--- config.mk ---
export PLATFORM = sky130hd
export DESIGN_NAME = tvbe_round_cell
export DESIGN_NICKNAME = d
export VERILOG_FILES = /design/src/hw/rtl/tvbe_pkg.sv /design/src/hw/rtl/tvbe_round_cell.sv
export SDC_FILE = /design/constraint.sdc
export NUM_CORES = 1
export LEC_CHECK = 0
export BUFFER_PORTS_ARGS = -buffer_cell sky130_fd_sc_hd__buf_2
export CAP_MARGIN = 20
export CORE_MARGIN = 2
export CORE_UTILIZATION = 60
export DETAILED_ROUTE_END_ITERATION = 16
export PLACE_DENSITY = 0.86
export SYNTH_ARGS = -nofsm -noshare
export SYNTH_HDL_FRONTEND = slang
export SYNTH_SLANG_ARGS = --single-unit
--- constraint.sdc ---
create_clock -name i_clk -period 11.69 [get_ports i_clk]
set_input_delay 1.169 -clock i_clk [delete_from_list [all_inputs] [get_ports i_clk]]
set_output_delay 1.169 -clock i_clk [all_outputs]
set_load 0.03 [all_outputs]
--- src/hw/rtl/tvbe_pkg.sv ---
package tvbe_pkg;

    localparam int unsigned ROUND_COUNT = 64;
    localparam int unsigned WORD_W      = 32;
    localparam int unsigned CFG_IDX_W   = 2;

    localparam logic [WORD_W-1:0] ROUND_DELTA = 32'h458B_CD42;
    localparam logic [WORD_W-1:0] OFFSET_A    = 32'd11;
    localparam logic [WORD_W-1:0] OFFSET_B    = 32'd20;
    localparam logic [WORD_W-1:0] TWEAK_A     = 32'h0000_0020;
    localparam logic [WORD_W-1:0] TWEAK_B     = 32'h0000_0010;

    // configuration register indexes
    localparam logic [CFG_IDX_W-1:0] CFG_KEY0 = 2'd0;
    localparam logic [CFG_IDX_W-1:0] CFG_KEY1 = 2'd1;
    localparam logic [CFG_IDX_W-1:0] CFG_KEY2 = 2'd2;
    localparam logic [CFG_IDX_W-1:0] CFG_KEY3 = 2'd3;

    typedef struct packed {
        logic [WORD_W-1:0] plain_first;
        logic [WORD_W-1:0] plain_second;
    } t_plain;

    typedef struct packed {
        logic [WORD_W-1:0] cipher_first;
        logic [WORD_W-1:0] cipher_second;
    } t_cipher;

    typedef struct packed {
        logic [WORD_W-1:0] k0;
        logic [WORD_W-1:0] k1;
        logic [WORD_W-1:0] k2;
        logic [WORD_W-1:0] k3;
    } t_key;

    // data handed from one round cell to the next; sum is this round's sum
    typedef struct packed {
        logic [WORD_W-1:0] w1;
        logic [WORD_W-1:0] w2;
        logic [WORD_W-1:0] sum;
    } t_stage;

    function automatic logic [WORD_W-1:0] mix_word(
        input logic [WORD_W-1:0] w,
        input logic [WORD_W-1:0] sum,
        input logic [WORD_W-1:0] ka,
        input logic [WORD_W-1:0] kb,
        input logic [WORD_W-1:0] offset,
        input logic [WORD_W-1:0] tweak
    );
        logic [WORD_W-1:0] a;
        logic [WORD_W-1:0] b;
        logic [WORD_W-1:0] c;
        a = (w << 6) + ka;
        b = w + sum + offset;
        c = (w >> 9) + kb;
        return a ^ b ^ c ^ tweak;
    endfunction

endpackage

--- src/hw/rtl/tvbe_round_cell.sv ---
module tvbe_round_cell (
    input  logic            i_clk,
    input  logic            i_rst_n,
    input  logic            i_valid,
    input  tvbe_pkg::t_stage i_data,
    input  tvbe_pkg::t_key   i_key,
    output logic            o_valid,
    output tvbe_pkg::t_stage o_data
);
    import tvbe_pkg::*;

    // half A: update first word; half B: update second word, advance sum
    logic   r_a_valid;
    t_stage r_a;
    t_stage n_a;
    logic   r_b_valid;
    t_stage r_b;
    t_stage n_b;

    always_comb begin
        n_a     = i_data;
        n_a.w1  = i_data.w1 + mix_word(i_data.w2, i_data.sum, i_key.k0, i_key.k1,
                                       OFFSET_A, TWEAK_A);
        n_b     = r_a;
        n_b.w2  = r_a.w2 + mix_word(r_a.w1, r_a.sum, i_key.k2, i_key.k3,
                                    OFFSET_B, TWEAK_B);
        n_b.sum = r_a.sum + ROUND_DELTA;
    end

    always_ff @(posedge i_clk) begin
        if (!i_rst_n) begin
            r_a_valid <= 1'b0;
            r_b_valid <= 1'b0;
        end else begin
            r_a_valid <= i_valid;
            r_b_valid <= r_a_valid;
        end
    end

    always_ff @(posedge i_clk) begin
        r_a <= n_a;
        r_b <= n_b;
    end

    assign o_valid = r_b_valid;
    assign o_data  = r_b;

endmodule

Word-level counts from Yosys, hierarchy flattened:

Cells that the tools add are included.

* bitwise gates (word level): 6
* add/sub/neg operators: 11

Operators with widths (number)
* $add A32 B32 Y32: 6
* $xor A32 B32 Y32: 4
* $add A23 B32 Y32: 2
* $add A32 B31 Y32 const B: 1
* $add A32 B4 Y32 const B: 1
* $add A32 B5 Y32 const B: 1
* $not A1 Y1: 2

* bits of input ports: 227
* word-level logic and storage cells: 25
* bits in registers: 194

Depth between registers and ports, before layout:

Gate-level depths: netlist of run 1.

* depth after elaboration: 6
* gate-level depth with buffers: 25
* depth with buffers taken out: 24

Worst setup path before layout of run 1:

No wires, ideal clock.

* kind: input port to flip-flop
* from: input port i_data[1] in the netlist's numbering
* to: register r_a, in the netlist n_b[95]
* data required time: 11.569 ns
* buffers on the path: 0
* slack: 6.066 ns
* setup time: 0.121 ns
* stages: 24
* arrival: 5.503 ns
* cell sequence: inv_1 ha_1 inv_1 ha_1 fa_1 a21oi_1 o21ai_0 a21oi_1 o21ai_0 a31oi_1 o21a_1 o21bai_1 a21oi_1 xnor3_1 xnor2_1 ha_1 a21o_1 a21oi_1 inv_1 a221o_1 a21o_1 a21oi_1 xnor2_1 xnor2_1

RTL lines
* from (decl): line tvbe_round_cell.sv:5 `input tvbe_pkg::t_stage i_data,`
* to (signal assigned): line tvbe_round_cell.sv:41 `r_a <= n_a;`
* to (decl): line tvbe_round_cell.sv:14 `t_stage r_a;`

==> metrics.log, run 1 <==
[metrics] total CTS buffers: 17
[metrics] final-report max-slew violation count: 0
[metrics] filler cell count: 2204
[metrics] Hold WS: 387 ps
[metrics] Mapped Avg Cell Area: 8.96 µm²
[metrics] arrival time reported for the critical path endpoint: 6440 ps
[metrics] Tcrit/Tclk final: 0.522
[metrics] cell area after layout: 0.0193 mm²
[metrics] unrepaired setup endpoints after global routing: false
[metrics] WL per Instance: 20.2 µm
[metrics] CP endpoint kind: flop
[metrics] area of the mapped netlist: 0.0167 mm²
[metrics] number of nets in the layout: 2719
[metrics] Yosys cell types: 70
[metrics] type of the worst min-delay path: reg -> reg
[metrics] startpoint type of the worst setup path: primary input
[metrics] detailed placement HPWL: 43900 µm
[metrics] area enclosed by the die boundary: 0.0291 mm²
[metrics] slew at the pin with the worst max-slew slack: 785 ps
[metrics] PostCTS Resize Cnt: 0
[metrics] gr ovfl total: 0
[metrics] number of flip-flops and latches in the synthesized netlist: 194
[metrics] detailed-routing iteration count for the pre-antenna-repair pass: 5
[metrics] number of enable flip-flop cells after synthesis: 0
[metrics] outcome: finished clean
[metrics] via count of the first global-routing pass: 14900
[metrics] multiplexer share of the synthesized area: 0
[metrics] async set-reset flop share out of synthesis: 0
[metrics] global-route wire length before repair: 79200 µm
[metrics] dominant cells by area after synthesis: dfxtp_1 (23%), ha_1 (22%), xnor2_1 (16%), a21oi_1 (5.3%), a21o_1 (4.7%)
[metrics] Clock Latency Late Sink: 450 ps
[metrics] CTS max path bufs: 2
[metrics] # H-tree levels: 4
[metrics] number of core rows: 61
[metrics] clock tree from TritonCTS: built
[metrics] adder-cell share of the synthesized area: 0.226
[metrics] Top Family by Delay on Critical Path: compound AO/OA/AOI/OAI gates
[metrics] final wirelength: 52400 µm
[metrics] via count: 15400
[metrics] main combinational cell family by area after synthesis: adder cells
[metrics] number of maximum-capacitance constraint violations: 0
[metrics] maximum fanout encountered on the critical timing path: 6
[metrics] leading cell types by count after synthesis: xnor2_1 (312), ha_1 (289), dfxtp_1 (194)
[metrics] IO Pins: 324
[metrics] number of antenna violations at the first check in global routing: 7
[metrics] post-place setup slack: 5240 ps
[metrics] Detail Route Antenna Nets: 0
[metrics] initial core utilization: 0.605
[metrics] mean number of vias per cell: 5.95
[metrics] area occupied by multi-input gates: 0.0125 mm²
[metrics] Die Width: 171 µm
[metrics] share of post-route cells with drive strength above 1: 0.169
[metrics] highest-delay cell along the critical path: a31oi_1
[metrics] clock sink count: 194
[metrics] cts hold-fix bufs: 0
[metrics] Post-route DRC: 0
[metrics] share of the yosys chip area belonging to registers: 0.233
[metrics] Simple-Gate Fraction of Synth Area: 0.104
[metrics] total nets after synthesis: 2384
[metrics] Syn-to-layout area delta: 16.0%
[metrics] critical path type: in -> reg
[metrics] die height: 171 µm
[metrics] clock skew after layout: 12.8 ps
[metrics] achievable clock frequency: 164 MHz
[metrics] final-report setup violation count: 0
[metrics] pin count of the biggest net entering global routing: 21
[metrics] clock root buffer: clkbuf_16
[metrics] crit path buf inv count: 4
[metrics] port bufs: 323
[metrics] post-synthesis cell type with the largest combined area: dfxtp_1
[metrics] slowest stage delay, CP: 430 ps
[metrics] Post CTS Setup Buffer Count: 0
[metrics] xor-xnor portion of the synthesized cell area: 0.204
[metrics] Final Critical Period: 6100 ps
[metrics] WP data required: 12020 ps
[metrics] DRC violation total after the first TritonRoute iteration: 1236
[metrics] Yosys warning count: 0
[metrics] Placer Congestion: 0.965
[metrics] Clock transition at path regs: 80 ps
[metrics] final setup margin: 5590 ps
[metrics] area share of the leading cell type in the synthesized netlist: 0.233
[metrics] Core Region: 0.0276 mm²
[metrics] most common flop cell mapped by yosys: dfxtp_1
[metrics] count leader, synth: xnor2_1
[metrics] Placed Area: 0.0187 mm²
[metrics] final-report hold violation count: 0
[metrics] combined global-route utilization of all metal layers: 0.354
[metrics] Max-Slew Margin vs Limit: 0.471
[metrics] post-synthesis compound-gate area fraction: 0.216
[metrics] setup_tns: 0 ps
[metrics] most prevalent standard cell on the critical path: a21oi_1
[metrics] Synth Instances: 1860
[metrics] Sequential cell area: 0.00388 mm²
[area by class of cell]
class                           instances  share of cell area
Antenna cell                            7            0.000905
Clock buffer                           18              0.0222
Clock inverter                         14             0.00847
Inverter                               69              0.0134
Multi-Input combinational cell       1590               0.646
Sequential cell                       194               0.201
Tap cell                              378              0.0244
Timing Repair Buffer                  323              0.0836
[placed cells by master (no fill, tap or decap), drive strengths merged, types with 8 or more instances in the layout]
master,count
buf,323
and2,8
o21a,19
nand2b,23
a211oi,22
clkinv,8
and3,22
ha,289
o31ai,12
nor3,20
fa,8
xor2,68
a21o,107
a21oi,176
nand3,36
o21bai,25
inv,74
clkbuf,18
o21ai,100
dfxtp,194
xnor2,312
nor2b,23
o211ai,12
nand4,19
and4,8
nand2,91
nor2,91
a31oi,23
[registers in the layout, indices dropped and copies added, names as in the netlist]
name,cells
o_data,96
r_a,64
n_b,32
o_valid,1
r_a_valid,1
[kinds of logic (layout without fill, tap and decap cells)]
kind of cell	Yosys count	in the layout
AO/OA/AOI/OAI	553	553
XOR/XNOR	383	383
AND/OR/NAND/NOR	357	357
adder cells (fa/ha/maj)	297	297
flip-flops	194	194
buffers and inverters	76	424
other	0	7
[per-stage QoR]
stage | utilization | instances
6_report | 0.702 | 2593
3_3_place_gp | 0.680 | 2554
3_5_place_dp | 0.680 | 2554
5_1_grt | 0.702 | 2589
4_1_cts | 0.702 | 2586
2_1_floorplan | - | 1860
[routing by layer]
metal | track usage | share of wire | up-vias
li1 | - | - | 7425
met1 | 0.473 | 0.43 | 7149
met2 | 0.577 | 0.45 | 745
met3 | 0.0486 | 0.084 | 117
met4 | 0.139 | 0.037 | 0
met5 | 0 | 0 | -
[final timing paths]
check	start	end	slack (ps)	cells past startpoint
setup / recovery	i_data[33]	n_b[95]$_DFF_P_	5590	25
hold / removal	n_b[69]$_DFF_P_	o_data[69]$_DFF_P_	390	0
setup reg to reg	n_b[65]$_DFF_P_	o_data[63]$_DFF_P_	5630	23
hold reg to reg	n_b[69]$_DFF_P_	o_data[69]$_DFF_P_	390	0
Power of run 1 is left out: the tool's default activity adds up to more than one toggle a clock period on the data nets, which glitch-free logic cannot reach.
==> run 2: changes to the inputs <==
--- a/config.mk
+++ b/config.mk
@@ -8,9 +8,9 @@
 export BUFFER_PORTS_ARGS = -buffer_cell sky130_fd_sc_hd__buf_2
 export CAP_MARGIN = 20
 export CORE_MARGIN = 2
-export CORE_UTILIZATION = 60
+export CORE_UTILIZATION = 52
 export DETAILED_ROUTE_END_ITERATION = 16
-export PLACE_DENSITY = 0.86
+export PLACE_DENSITY = 0.79
 export SYNTH_ARGS = -nofsm -noshare
 export SYNTH_HDL_FRONTEND = slang
 export SYNTH_SLANG_ARGS = --single-unit
==> constraint.sdc (replaced) <==
create_clock -name i_clk -period 5.3 [get_ports i_clk]
set_input_delay 0.53 -clock i_clk [delete_from_list [all_inputs] [get_ports i_clk]]
set_output_delay 0.53 -clock i_clk [all_outputs]
set_load 0.03 [all_outputs]
==> run 2 against run 1 <==
Effect of this change: first-iteration DRC count about the same; global-route usage fell by 4.6 points; critical path depth decreased by 1; hold slack worse by 190 ps; utilization decreased by 7.3 points; worst setup slack worse by 5400 ps; final area grew 2.7%; final cell count rose by 3.0%; non-clock buffer count is 55 higher; critical endpoint is now o_data[62]$_DFF_P_.
==> metrics.log, run 2 (synthesis gave the netlist of run 1 again) <==
[metrics] outcome: finished clean
[metrics] Tcrit/Tclk final: 0.959
[metrics] CP endpoint kind: flop
[metrics] WL per Instance: 19.7 µm (-2.5%)
[metrics] detailed-routing iteration count for the pre-antenna-repair pass: 5 (unchanged)
[metrics] slew at the pin with the worst max-slew slack: 714 ps (-71.3 ps)
[metrics] Die Width: 183 µm (+7.2%)
[metrics] final-report max-slew violation count: 0 (unchanged)
[metrics] WP data required: 5640 ps (-6380 ps)
[metrics] Core Region: 0.0316 mm² (+15%)
[metrics] Clock Latency Late Sink: 460 ps (about the same)
[metrics] number of nets in the layout: 2774 (+2.0%)
[metrics] Detail Route Antenna Nets: 0 (unchanged)
[metrics] CTS max path bufs: 2 (unchanged)
[metrics] Placer Congestion: 1.00 (+4.1%)
[metrics] clock root buffer: clkbuf_16
[metrics] critical path type: reg -> reg
[metrics] clock sink count: 194 (unchanged)
[metrics] type of the worst min-delay path: in -> reg
[metrics] number of flip-flops under the largest register name: 96 (unchanged)
[metrics] area enclosed by the die boundary: 0.0335 mm² (+15%)
[metrics] Core Util, Final: 0.630 (-0.0727)
[metrics] number of maximum-capacitance constraint violations: 0 (unchanged)
[metrics] share of post-route cells with drive strength above 1: 0.198 (+0.0290)
[metrics] Hold Path Stages: 1 (+1)
[metrics] pin count of the biggest net entering global routing: 21 (unchanged)
[metrics] startpoint type of the worst setup path: flop
[metrics] Worst R2R Start: r_a[1]$_DFF_P_
[metrics] Worst Hold End: r_a[29]$_DFF_P_
[metrics] total CTS buffers: 17 (unchanged)
[metrics] clock skew after layout: 11.1 ps (-1.75 ps)
[metrics] startpoint of the most critical hold path: i_data[29]
[metrics] number of antenna violations at the first check in global routing: 7 (unchanged)
[metrics] final wirelength: 52600 µm (+0.42%)
[metrics] arrival time reported for the critical path endpoint: 5420 ps (-1020 ps)
[metrics] Final Critical Period: 5080 ps
[metrics] die height: 183 µm (+7.2%)
[metrics] most common cell after layout, fill and taps aside: buf_2
[metrics] Max-Slew Margin vs Limit: 0.520 (+0.0490)
[metrics] # H-tree levels: 4 (unchanged)
[metrics] Clock transition at path regs: 80 ps (about the same)
[metrics] cts hold-fix bufs: 0 (unchanged)
[metrics] clock tree from TritonCTS: built
[metrics] achievable clock frequency: 197 MHz
[metrics] initial core utilization: 0.528 (-0.0768)
[metrics] post-place setup slack: -193 ps (-5430 ps)
[metrics] most frequent cells in the layout: buf_2 (323), xnor2_1 (311), ha_1 (288)
[metrics] final-report hold violation count: 0 (unchanged)
[metrics] mean number of vias per cell: 5.79 (-2.8%)
[metrics] global-route wire length before repair: 79500 µm (+0.39%)
[metrics] DRC violation total after the first TritonRoute iteration: 1237 (+0.081%)
[metrics] r2r setup slk: 220 ps (-5410 ps)
[metrics] detailed placement HPWL: 44500 µm (+1.4%)
[metrics] worst reg2reg path endpoint: o_data[62]$_DFF_P_
[metrics] final setup margin: 216 ps (-5370 ps)
[metrics] combined global-route utilization of all metal layers: 0.308 (-0.0455)
[metrics] maximum fanout encountered on the critical timing path: 2 (-4)
[metrics] IO Pins: 324 (unchanged)
[metrics] Post-route DRC: 0 (unchanged)
[metrics] Syn-to-layout area delta: 19.1%
[metrics] gr ovfl total: 0 (unchanged)
[metrics] final-report setup violation count: 0 (unchanged)
[metrics] number of core rows: 65 (+6.6%)
[metrics] via count of the first global-routing pass: 14900 (+0.27%)
[metrics] via count: 15500 (+0.14%)
[metrics] port bufs: 323 (unchanged)
[metrics] reg2reg path depth: 24 (+4.3%)
[run 2: cell types whose count changed in the layout (fill, tap and decap cells not counted), sizes merged]
cell      before  now
buf          323  378
clkinv         8    4
clkinvlp       1    2
diode          7    6
inv           74   77
[run 2: metal layers]
layer	vias up	GRT usage	routed length [µm]
met5	-	0	0
met4	0	0.128	1880
met3	123	0.0391	3950
met2	636	0.498	23500
met1	7150	0.416	23300
li1	7549	-	-
[run 2: cell type report]
cell class / instances / area, µm²
Clock buffer: 18 / 429
Inverter: 69 / 259
Tap cell: 402 / 503
Fill cell: 2712 / 11700
Antenna cell: 6 / 15.0
Sequential cell: 194 / 3890
Multi-Input combinational cell: 1590 / 12600
Clock inverter: 14 / 160
Timing Repair Buffer: 378 / 2030
[run 2: worst max path at each step]
stage,startpoint,to,slack (ps),cells past startpoint
floorplan,n_b[65]$_DFF_P_,o_data[63]$_DFF_P_,110,23
global placement,r_a[1]$_DFF_P_,o_data[63]$_DFF_P_,-50,23
detailed placement,r_a[1]$_DFF_P_,o_data[63]$_DFF_P_,-190,23
CTS,r_a[1]$_DFF_P_,o_data[63]$_DFF_P_,4,23
global route,r_a[1]$_DFF_P_,o_data[62]$_DFF_P_,-0.04,23
finish,r_a[1]$_DFF_P_,o_data[62]$_DFF_P_,220,24
[run 2: worst max-delay path, cell delays in order (launching register included)]
cell,delay [ps]
dfxtp_1,320
ha_1,290
ha_1,220
fa_2,420
a21oi_2,170
o2111ai_1,190
a311o_1,370
a21o_1,190
a21oi_2,160
nor2b_1,60
o21a_1,210
o31ai_4,200
nor2b_4,180
xnor2_1,150
ha_1,280
nand2_1,100
buf_4,120
nor2_1,40
and3_1,170
a221o_1,360
a21oi_2,200
nor2_1,80
a211oi_1,180
nor3_1,100
xor2_1,140
[run 2: metrics by stage]
step / area, µm² / hold WS, ps / TNS, ps / std cells
floorplan: 16700 / 337 / 0 / 1860
global placement: 19200 / 345 / -51.9 / 2632
detailed placement: 19200 / 363 / -398 / 2632
CTS: 19800 / 184 / 0 / 2664
global route: 19900 / 190 / -0.0426 / 2670
finish: 19900 / 198 / 0 / 2671
[run 2: what timing repair did]
action / CTS / global route
gates cloned: 0 / 0
endpoints found under the setup margin: 3 / 10
gates resized for setup: 4 / 21
pin swaps: 2 / 7
endpoints found under the hold margin: 0 / 0
setup buffers: 0 / 1
Power of run 2 is left out for the same reason.
